<file path="config.mk">
export PLATFORM = sky130hd
export DESIGN_NAME = keystroke_line_editor
export DESIGN_NICKNAME = d
export VERILOG_FILES = /design/src/design/kle_pkg.sv /design/src/design/kle_cell.sv /design/src/design/keystroke_line_editor.sv
export SDC_FILE = /design/constraint.sdc
export NUM_CORES = 2
export LEC_CHECK = 0
export BUFFER_PORTS_ARGS = -buffer_cell sky130_fd_sc_hd__buf_2
export CAP_MARGIN = 40
export CORE_MARGIN = 2
export CORE_UTILIZATION = 68
export DETAILED_ROUTE_END_ITERATION = 7
export PLACE_DENSITY = 0.92
export SLEW_MARGIN = 20
export SYNTH_ARGS = -nofsm -noshare
export SYNTH_HDL_FRONTEND = slang
export SYNTH_SLANG_ARGS = --single-unit
</file>
<file path="constraint.sdc">
create_clock -name clk -period 50.5 [get_ports clk]
set_input_delay 0 -clock clk [delete_from_list [all_inputs] [get_ports clk]]
set_output_delay 0 -clock clk [all_outputs]
set_load 0.05 [all_outputs]
</file>
<file path="src/design/kle_pkg.sv">
// Package with shared constants, types and the controller state encoding for the line editor.
`default_nettype none
package kle_pkg;

  localparam int DEPTH_DEF = 64;

  localparam logic [7:0] KEY_LEFT  = 8'h3C;
  localparam logic [7:0] KEY_RIGHT = 8'h3E;
  localparam logic [7:0] KEY_BACK  = 8'h2D;

  localparam logic ACT_KEY   = 1'b0;
  localparam logic ACT_FLUSH = 1'b1;

  typedef enum logic [1:0] {
    ST_IDLE,
    ST_REWIND,
    ST_STREAM,
    ST_EMPTY
  } kle_state_t;

  typedef struct packed {
    logic b_push;
    logic b_pop;
    logic a_push;
    logic a_pop;
  } kle_cell_ctl_t;

endpackage
`default_nettype wire

</file>
<file path="src/design/kle_cell.sv">
// One cell of the gap buffer: holds one level of the before stack and one of the after stack.
`default_nettype none
module kle_cell
  import kle_pkg::*;
(
  input  wire logic          clk,
  input  wire kle_cell_ctl_t ctl,
  input  wire logic [7:0]    b_lo_in,
  input  wire logic [7:0]    b_hi_in,
  input  wire logic [7:0]    a_lo_in,
  input  wire logic [7:0]    a_hi_in,
  output logic      [7:0]    b_q,
  output logic      [7:0]    a_q
);

  logic [7:0] b_r;
  logic [7:0] a_r;

  always_ff @(posedge clk) begin
    if (ctl.b_push) begin
      b_r <= b_lo_in;
    end else if (ctl.b_pop) begin
      b_r <= b_hi_in;
    end
    if (ctl.a_push) begin
      a_r <= a_lo_in;
    end else if (ctl.a_pop) begin
      a_r <= a_hi_in;
    end
  end

  assign b_q = b_r;
  assign a_q = a_r;

endmodule
`default_nettype wire

</file>
<file path="src/design/keystroke_line_editor.sv">
// Top level of the keystroke line editor: controller, row of stack cells and output register.
// The line is held as two stacks in a row of DEPTH cells whose tops sit at cell 0, so every
// edit shifts the row by one place. A keystroke word leaves the controller idle, so input stays
// ready for the next word. A flush word first walks the cursor back to the start, one character
// at a time, then sends one character per cycle from cell 0 while the output is not stalled;
// input is held off until the flush is done, and an empty line gives a single zero last word.
// Input is accepted again once the last word of a flush is in the output register. Inserts
// into a full line are dropped and flagged until the next flush.
`default_nettype none
module keystroke_line_editor
  import kle_pkg::*;
#(
  parameter int DEPTH = DEPTH_DEF
) (
  input  wire logic       clk,
  input  wire logic       rst_n,
  input  wire logic       in_tvalid,
  output logic            in_tready,
  input  wire logic [7:0] in_tdata,   // [7:0] key_byte
  input  wire logic       in_tuser,   // [0] action
  output logic            out_tvalid,
  input  wire logic       out_tready,
  output logic      [7:0] out_tdata,  // [7:0] out_char
  output logic            out_tlast,
  output logic      [1:0] out_tuser   // [0] empty_res, [1] overflowed
);

  localparam int CW = $clog2(DEPTH + 1);
  localparam logic [CW:0] DEPTH_TOT = (CW + 1)'(DEPTH);
  localparam logic [CW-1:0] CNT_ONE = CW'(1);

  kle_state_t    state_r, state_nxt;
  logic [CW-1:0] bc_r, bc_nxt;
  logic [CW-1:0] ac_r, ac_nxt;
  logic          ovf_r, ovf_nxt;
  logic          ovld_r, ovld_nxt;
  logic [7:0]    ochar_r, ochar_nxt;
  logic          olast_r, olast_nxt;
  logic          oempty_r, oempty_nxt;
  logic          oovf_r, oovf_nxt;

  kle_cell_ctl_t ctl;
  logic [7:0]    b_new;
  logic [7:0]    a_new;
  logic [7:0]    b_q [DEPTH];
  logic [7:0]    a_q [DEPTH];

  logic          in_acc;
  logic          out_free;
  logic [CW:0]   total;
  logic [7:0]    key_byte;
  logic          action;

  assign key_byte = in_tdata;
  assign action   = in_tuser;
  assign in_tready = (state_r == ST_IDLE);
  assign in_acc   = in_tvalid && in_tready;
  assign out_free = !ovld_r || out_tready;
  assign total    = {1'b0, bc_r} + {1'b0, ac_r};

  always_comb begin
    state_nxt = state_r;
    case (state_r)
      ST_IDLE: begin
        if (in_acc && action == ACT_FLUSH) begin
          if (total == '0) begin
            state_nxt = ST_EMPTY;
          end else if (bc_r != '0) begin
            state_nxt = ST_REWIND;
          end else begin
            state_nxt = ST_STREAM;
          end
        end
      end
      ST_REWIND: begin
        if (bc_r == CNT_ONE) begin
          state_nxt = ST_STREAM;
        end
      end
      ST_STREAM: begin
        if (out_free && ac_r == CNT_ONE) begin
          state_nxt = ST_IDLE;
        end
      end
      ST_EMPTY: begin
        if (out_free) begin
          state_nxt = ST_IDLE;
        end
      end
      default: state_nxt = ST_IDLE;
    endcase
  end

  always_comb begin
    ctl        = '0;
    b_new      = a_q[0];
    a_new      = b_q[0];
    bc_nxt     = bc_r;
    ac_nxt     = ac_r;
    ovf_nxt    = ovf_r;
    ovld_nxt   = out_tready ? 1'b0 : ovld_r;
    ochar_nxt  = ochar_r;
    olast_nxt  = olast_r;
    oempty_nxt = oempty_r;
    oovf_nxt   = oovf_r;
    case (state_r)
      ST_IDLE: begin
        if (in_acc && action == ACT_KEY) begin
          case (key_byte)
            KEY_LEFT: begin
              if (bc_r != '0 && {1'b0, ac_r} != DEPTH_TOT) begin
                ctl.b_pop  = 1'b1;
                ctl.a_push = 1'b1;
                bc_nxt     = bc_r - CNT_ONE;
                ac_nxt     = ac_r + CNT_ONE;
              end
            end
            KEY_RIGHT: begin
              if (ac_r != '0 && {1'b0, bc_r} != DEPTH_TOT) begin
                ctl.a_pop  = 1'b1;
                ctl.b_push = 1'b1;
                ac_nxt     = ac_r - CNT_ONE;
                bc_nxt     = bc_r + CNT_ONE;
              end
            end
            KEY_BACK: begin
              if (bc_r != '0) begin
                ctl.b_pop = 1'b1;
                bc_nxt    = bc_r - CNT_ONE;
              end
            end
            default: begin
              if (total < DEPTH_TOT) begin
                ctl.b_push = 1'b1;
                b_new      = key_byte;
                bc_nxt     = bc_r + CNT_ONE;
              end else begin
                ovf_nxt = 1'b1;
              end
            end
          endcase
        end
      end
      ST_REWIND: begin
        ctl.b_pop  = 1'b1;
        ctl.a_push = 1'b1;
        bc_nxt     = bc_r - CNT_ONE;
        ac_nxt     = ac_r + CNT_ONE;
      end
      ST_STREAM: begin
        if (out_free) begin
          ctl.a_pop  = 1'b1;
          ac_nxt     = ac_r - CNT_ONE;
          ovld_nxt   = 1'b1;
          ochar_nxt  = a_q[0];
          olast_nxt  = (ac_r == CNT_ONE);
          oempty_nxt = 1'b0;
          oovf_nxt   = ovf_r;
          if (ac_r == CNT_ONE) begin
            ovf_nxt = 1'b0;
          end
        end
      end
      ST_EMPTY: begin
        if (out_free) begin
          ovld_nxt   = 1'b1;
          ochar_nxt  = '0;
          olast_nxt  = 1'b1;
          oempty_nxt = 1'b1;
          oovf_nxt   = ovf_r;
          ovf_nxt    = 1'b0;
        end
      end
      default: begin
        ovld_nxt = ovld_r;
      end
    endcase
  end

  always_ff @(posedge clk) begin
    if (!rst_n) begin
      state_r <= ST_IDLE;
      bc_r    <= '0;
      ac_r    <= '0;
      ovf_r   <= 1'b0;
      ovld_r  <= 1'b0;
    end else begin
      state_r <= state_nxt;
      bc_r    <= bc_nxt;
      ac_r    <= ac_nxt;
      ovf_r   <= ovf_nxt;
      ovld_r  <= ovld_nxt;
    end
  end

  always_ff @(posedge clk) begin
    ochar_r  <= ochar_nxt;
    olast_r  <= olast_nxt;
    oempty_r <= oempty_nxt;
    oovf_r   <= oovf_nxt;
  end

  for (genvar i = 0; i < DEPTH; i++) begin : g_cell
    logic [7:0] b_lo;
    logic [7:0] b_hi;
    logic [7:0] a_lo;
    logic [7:0] a_hi;
    if (i == 0) begin : g_first
      assign b_lo = b_new;
      assign a_lo = a_new;
    end else begin : g_mid
      assign b_lo = b_q[i-1];
      assign a_lo = a_q[i-1];
    end
    if (i == DEPTH - 1) begin : g_last
      assign b_hi = '0;
      assign a_hi = '0;
    end else begin : g_inner
      assign b_hi = b_q[i+1];
      assign a_hi = a_q[i+1];
    end
    kle_cell u_cell (
      .clk     (clk),
      .ctl     (ctl),
      .b_lo_in (b_lo),
      .b_hi_in (b_hi),
      .a_lo_in (a_lo),
      .a_hi_in (a_hi),
      .b_q     (b_q[i]),
      .a_q     (a_q[i])
    );
  end

  assign out_tvalid = ovld_r;
  assign out_tdata  = ochar_r;
  assign out_tlast  = olast_r;
  assign out_tuser  = {oovf_r, oempty_r};

endmodule
`default_nettype wire

</file>
Word-level counts from Yosys, hierarchy flattened
Cells that the tools add are included.
{ "totals": {"ram_bits": 0, "latch_bits": 0, "romBits": 0, "output_inout_bits": 13, "in_bits": 13, "n_memories": 0, "regBits": 1053} }
{ "op_classes": {"n_mux": 310, "n_bitwise": 1, "eq_ne": 24, "mul": 0, "shift": 0, "magnitude_cmp": 1, "n_div": 0, "n_reduce_logical": 27, "add_sub_neg": 5} }
{ "op_table": {"columns": ["op", "n"], "rows": [
  ["8-bit 2-to-1 mux", 262],
  ["7-bit 2-to-1 mux", 9],
  ["7-bit one-hot mux with 3 select lines", 2],
  ["7-bit one-hot mux with 2 select lines", 2],
  ["8-bit by 6-bit equality test with 1-bit output, second input constant", 3],
  ["1-bit 2-to-1 mux", 18],
  ["8-bit one-hot mux with 2 select lines", 1],
  ["7-bit by 1-bit adder with 7-bit output, second input constant", 2],
  ["7-bit by 1-bit equality test with 1-bit output, second input constant", 2],
  ["2-bit 2-to-1 mux", 7],
  ["2-bit inequality test, second input constant", 7],
  ["7-bit inequality test, second input constant", 2],
  ["7-bit nonzero test", 2],
  ["7-bit by 1-bit subtractor with 7-bit output, second input constant", 2],
  ["6-bit AND reduction", 2],
  ["1-bit one-hot mux with 2 select lines", 5],
  ["3-bit inequality test, second input constant", 3],
  ["7-bit by 7-bit adder with 8-bit output", 1],
  ["8-bit zero test", 1],
  ["8-bit by 7-bit less-than comparator with 1-bit output, second input constant", 1],
  ["2-bit one-hot mux with 4 select lines", 1],
  ["2-bit nonzero test", 4],
  ["7-bit AND reduction", 1],
  ["1-bit logical AND", 6],
  ["18 further kinds", 22]
]} }

Depth between registers and ports, before layout
{ "logic_depth": {"ltp_word": 8, "mapped_depth": 12} }

Cells and area by module
Synthesis repeated with hierarchy kept, for this count alone.
{ "hier_totals": {"hier_cells": 2579, "hier_area_um2": 50815.0} }
{ "by_module_without_submodules": {"columns": ["mod", "seq_area_each_um2", "area_each_um2", "cells_per_inst", "instances"], "rows": [
  ["kle_cell", 480.5, 755.7, 36, 64],
  ["keystroke_line_editor", 690.7, 2448.6, 275, 1]
]} }

Worst setup path after synthesis
Ideal clock, no wire load.
{ "synth_path": {"path_kind": "reg-to-reg", "start": "reg bc_r[0]", "end": "reg g_cell[0].u_cell.b_r[0], enable pin", "setup_ns": 4.927, "period_less_slack_ns": 18.712, "stages_incl_launch_ff": 13, "n_path_buf": 3, "setup_slack_ns": 31.788, "arrival_ns": 13.786, "cell_sequence": "dfxtp_1 ha_1 inv_1 fa_1 nor2b_1 o31a_1 o21ai_2 o211a_1 buf_6 nor2_8 buf_6 buf_2 nand3_1"} }
{ "synth_between": {"elab_chain_cells": 7} }
{ "synth_rtl": {"columns": ["element", "line", "source"], "rows": [
  ["start: declaration", "keystroke_line_editor.sv:33", "logic [CW-1:0] bc_r, bc_nxt;"],
  ["start signal: assignment", "keystroke_line_editor.sv:189", "bc_r <= bc_nxt;"],
  ["7-bit by 7-bit adder with 8-bit output (tied with other cells)", "keystroke_line_editor.sv:59", "assign total = {1'b0, bc_r} + {1'b0, ac_r};"],
  ["8-bit by 7-bit less-than comparator with 1-bit output (tied with other cells)", "keystroke_line_editor.sv:133", "if (total < DEPTH_TOT) begin"],
  ["1-bit 2-to-1 mux (tied with other cells)", "keystroke_line_editor.sv:133", null],
  ["1-bit one-hot mux with 2 select lines", "keystroke_line_editor.sv:109", "case (key_byte)"],
  ["4-bit 2-to-1 mux *", "keystroke_line_editor.sv:108", "if (in_acc && action == ACT_KEY) begin"],
  ["1-bit 2-to-1 mux / 2-bit one-hot mux with 2 select lines (equally long branches)", "keystroke_line_editor.sv:106", "case (state_r)"],
  ["2-bit nonzero test (no line) *", null, null],
  ["end signal: assignment", "kle_cell.sv:21", "b_r <= b_lo_in;"],
  ["end signal: assignment", "kle_cell.sv:23", "b_r <= b_hi_in;"],
  ["end: declaration", "kle_cell.sv:16", "logic [7:0] b_r;"]
]} }
Mark *: on every way between the ends. The rest lies on a longest branch, timed or not.
A chain may end at the register's enable or synchronous reset.

Worst setup path in the final report
{ "layout_path": {"start": "reg bc_r[0]", "end": "reg g_cell[61].u_cell.b_r[2], enable pin"} }
{ "layout_between": {"elab_chain_cells": 7} }
{ "layout_rtl": {"columns": ["element", "line"], "rows": [
  ["7-bit by 7-bit adder with 8-bit output (tied with other cells)", "keystroke_line_editor.sv:59"],
  ["8-bit by 7-bit less-than comparator with 1-bit output (tied with other cells)", "keystroke_line_editor.sv:133"],
  ["1-bit 2-to-1 mux (tied with other cells)", "keystroke_line_editor.sv:133"],
  ["1-bit one-hot mux with 2 select lines", "keystroke_line_editor.sv:109"],
  ["4-bit 2-to-1 mux *", "keystroke_line_editor.sv:108"],
  ["1-bit 2-to-1 mux / 2-bit one-hot mux with 2 select lines (equally long branches)", "keystroke_line_editor.sv:106"],
  ["2-bit nonzero test (no line) *", null],
  ["end signal: assignment", "kle_cell.sv:21"],
  ["end signal: assignment", "kle_cell.sv:23"],
  ["end: declaration", "kle_cell.sv:16"]
]} }
Marked as above.

==> flow_metrics.tcl <==
set metrics [dict create \
    worstPathCellList "ha_1 -> inv_1 -> fa_1 -> nor2b_1 -> o31a_1 -> and4_4 -> o211a_1 -> nor2_8 -> nand3_4 -> buf_4 -> buf_16 -> buf_12 -> buf_4 -> buf_16" \
    synth_top_area_share 0.6770 \
    crit_arrival_ns 5.20 \
    finalHoldViolCount 0 \
    post_synth_inst_count 2448 \
    grt_pass1_wl_um 120800 \
    grt_pass1_vias 22110 \
    timing.max_cap.violations 0 \
    design_area_um2 49730 \
    hold_path.class "input port to register" \
    achievable-frequency_ghz 0.2046 \
    slew-limit-headroom 0.2275 \
    via_per_inst 6.207 \
    initial_util 0.6848 \
    post-place-ws_ns 45.10 \
    cts_buffer_depth 3 \
    largest_vdd_supply_drop_mv 0.04306 \
    tritoncts "done" \
    detail-route-antenna-nets 0 \
    setup_viol_count_final 0 \
    largest_net_degree_at_the_start_of_global_routing 251 \
    die_w_um 263.8 \
    synth-edff-count 1035 \
    synth.avg_cell_area_um2 18.75 \
    layout-drive-gt1-share 0.3001 \
    cts.clk_slew.worst_paths_ns 0.06 \
    route.final.wire_length_um 77660 \
    synth.yosys.seq_area_share 0.6848 \
    h_tree_levels 3 \
    setup.worst_path.start_class "register" \
    groute.usage.overall 0.2167 \
    core_region_area_um2 67040 \
    synth.net_count 2479 \
    fill_cells 3366 \
    ys_top_cells_by_area "edfxtp_1 (68%), mux2_2 (14%), mux2_1 (11%)" \
    outcome "completed" \
    cts.sink_count 1053 \
    clk_root_buffer_cell "clkbuf_16" \
    fp.dieH_um 263.8 \
    grt_antenna_before_repair 4 \
    synthArstFlopShare 0 \
    placement_rows 95 \
    synth_top_family_by_area "multiplexers" \
    synth_compound_gate_area_share 0.01619 \
    cp_slowest_stage_delay_ns 0.61 \
    mappedNetlistArea_um2 45910 \
    critical_path.top_delay_family "buffers and inverters" \
    cts-resized-gates 0 \
    synth_mux_area_frac 0.2465 \
    final_net_count 2523 \
    dominantRegCellSynth "edfxtp_1" \
    crit_path_buffers_inverters 6 \
    xor_and_xnor_area_share_after_synthesis 0.0003815 \
    ctsHoldBuffers 12 \
    placement.io_buffers 25 \
    die_area_um2 69610 \
    hpwl_um 41170 \
    worst-path-max-fanout 66 \
    areaGrowthSynthToFinish_pct 8.318 \
    gr-usage-met1 0.2880 \
    post_synth_and_or_nand_nor_area_fraction 0.01638 \
    ys_ff_latch 1053 \
    timing.setup.critical_path_class "register to register" \
    drt-initial-drc-count 2007 \
    gr-usage-met3 0.03421 \
    post_drt_wl_per_cell_um 22.51 \
    warnings_synthesis 0 \
    drtPass1Iterations 5 \
    pin_count 26 \
    gp_congestion 0.8589 \
    worstMarginPinSlew_ns 1.159 \
    detail_route.drc_violations 0 \
    grt_overflow_total 0 \
    fin_worst_skew_ns 0.03001 \
    finalSetupTns_ns 0 \
    critical_path_required_ns 50.81 \
    grt_setup_unrepaired "false" \
    clk_latency_ns 0.67 \
    yosys.cell_types.count 64 \
    cts-buffers-inserted 100 \
    dpl_cell_area_um2 46240 \
    grt.met2_usage 0.3701 \
    yosys.area_share.adder 0.005069 \
    busiest_layer "met2" \
    leakage_nw 16.25 \
    mostFrequentLayoutCell "edfxtp_1" \
    dr_total_vias 21420 \
    synth_area_leader_cell "edfxtp_1" \
    post-cts-setup-buffer-count 0 \
    final.setup.worst_slack_ns 45.61 \
    final_cell_mix "edfxtp_1 (1,035), mux2_2 (560), mux2_1 (443)" \
    timing.final.max_slew_violations 0 \
    cpMaxStageDelayCell "buf_4" \
    power_per_cell_area_nw_per_um2 63.48 \
    cp-end-kind "register" \
    hold-worst-slack_ns 0.3547 \
    timing.final.crit_period_ns 4.886 \
    fin_crit_sh 0.09676 \
]
[flip-flops by register name, summed over array words and instances (netlist names), 2 cells and up]
signal / cells
g_cell.u_cell.a_q: 512
g_cell.u_cell.b_q: 512
bc_r: 7
state_r: 2
out_tdata: 8
ac_r: 7
[per-stage QoR]
step	instances	utilization	power, mW
2_1_floorplan	2448	-	2.449
3_3_place_gp	3232	0.6858	2.285
3_5_place_dp	3243	0.6898	2.387
4_1_cts	3441	0.7390	3.155
5_1_grt	3449	0.7418	3.293
6_report	3450	0.7418	3.157
[cells by family after synthesis]
kind of cell	Yosys count
buffers and inverters	143
AND/OR/NAND/NOR	126
flip-flops	1053
XOR/XNOR	2
adder cells (fa/ha/maj)	18
multiplexers	1005
AO/OA/AOI/OAI	101
[report_power, final]
part	switching (mW)	leakage (nW)	internal, mW	total, mW
Sequential	0.183	9.55	1.48	1.67
Combinational	0.399	5.14	0.351	0.750
Clock	0.326	1.56	0.413	0.739
[routing by layer]
layer | part of all wire | vias to the layer above
met4 | 0.022 | 2
met5 | 0.00017 | -
li1 | - | 9770
met1 | 0.42 | 10960
met2 | 0.51 | 553
met3 | 0.047 | 130
[cells in the mapped netlist, drive strengths merged (4+ instances only)]
cell	number
and3	8
o21ai	12
o31ai	5
nor3	12
nor2b	30
a21oi	21
clkbuf	14
ha	17
nand3	12
mux2	1003
inv	11
o21a	7
nand2	14
dfxtp	18
a22o	8
edfxtp	1035
or4	7
nor2	16
a21o	15
buf	118
and2	4
[worst register-to-register path, delay by kind of cell, from the launching register on]
family	cells	cell delay (ns)
flip-flops	1	0.48
adder cells (fa/ha/maj)	2	0.64
AO/OA/AOI/OAI	2	0.64
buffers and inverters	6	2.10
AND/OR/NAND/NOR	4	0.66
[cell type report]
| cell class | count | area (um2) | share of cell area |
|---|---|---|---|
| sequential | 1053 | 31440 | 0.6322 |
| multi-input combinational | 1252 | 13090 | 0.2633 |
| clock buffer | 123 | 2674 | 0.05377 |
| antenna | 1 | 2.502 | 0.00005032 |
| tap | 873 | 1092 | 0.02197 |
| clock inverter | 63 | 506.7 | 0.01019 |
| timing repair buffer | 74 | 880.8 | 0.01771 |
| inverter | 11 | 41.29 | 0.0008303 |
[worst paths after layout]
| kind | cells past startpoint | end | slack, ns | from |
|---|---|---|---|---|
| max | 14 | g_cell[61].u_cell.b_q[2] | 45.61 | bc_r[0] |
| max reg2reg | 14 | g_cell[61].u_cell.b_q[2] | 45.61 | bc_r[0] |
| min | 3 | bc_r[1] | 0.35 | rst_n |
| min reg2reg | 0 | oovf_r | 0.45 | ovf_r |
No activity file was read; power rests on OpenSTA's default activity.
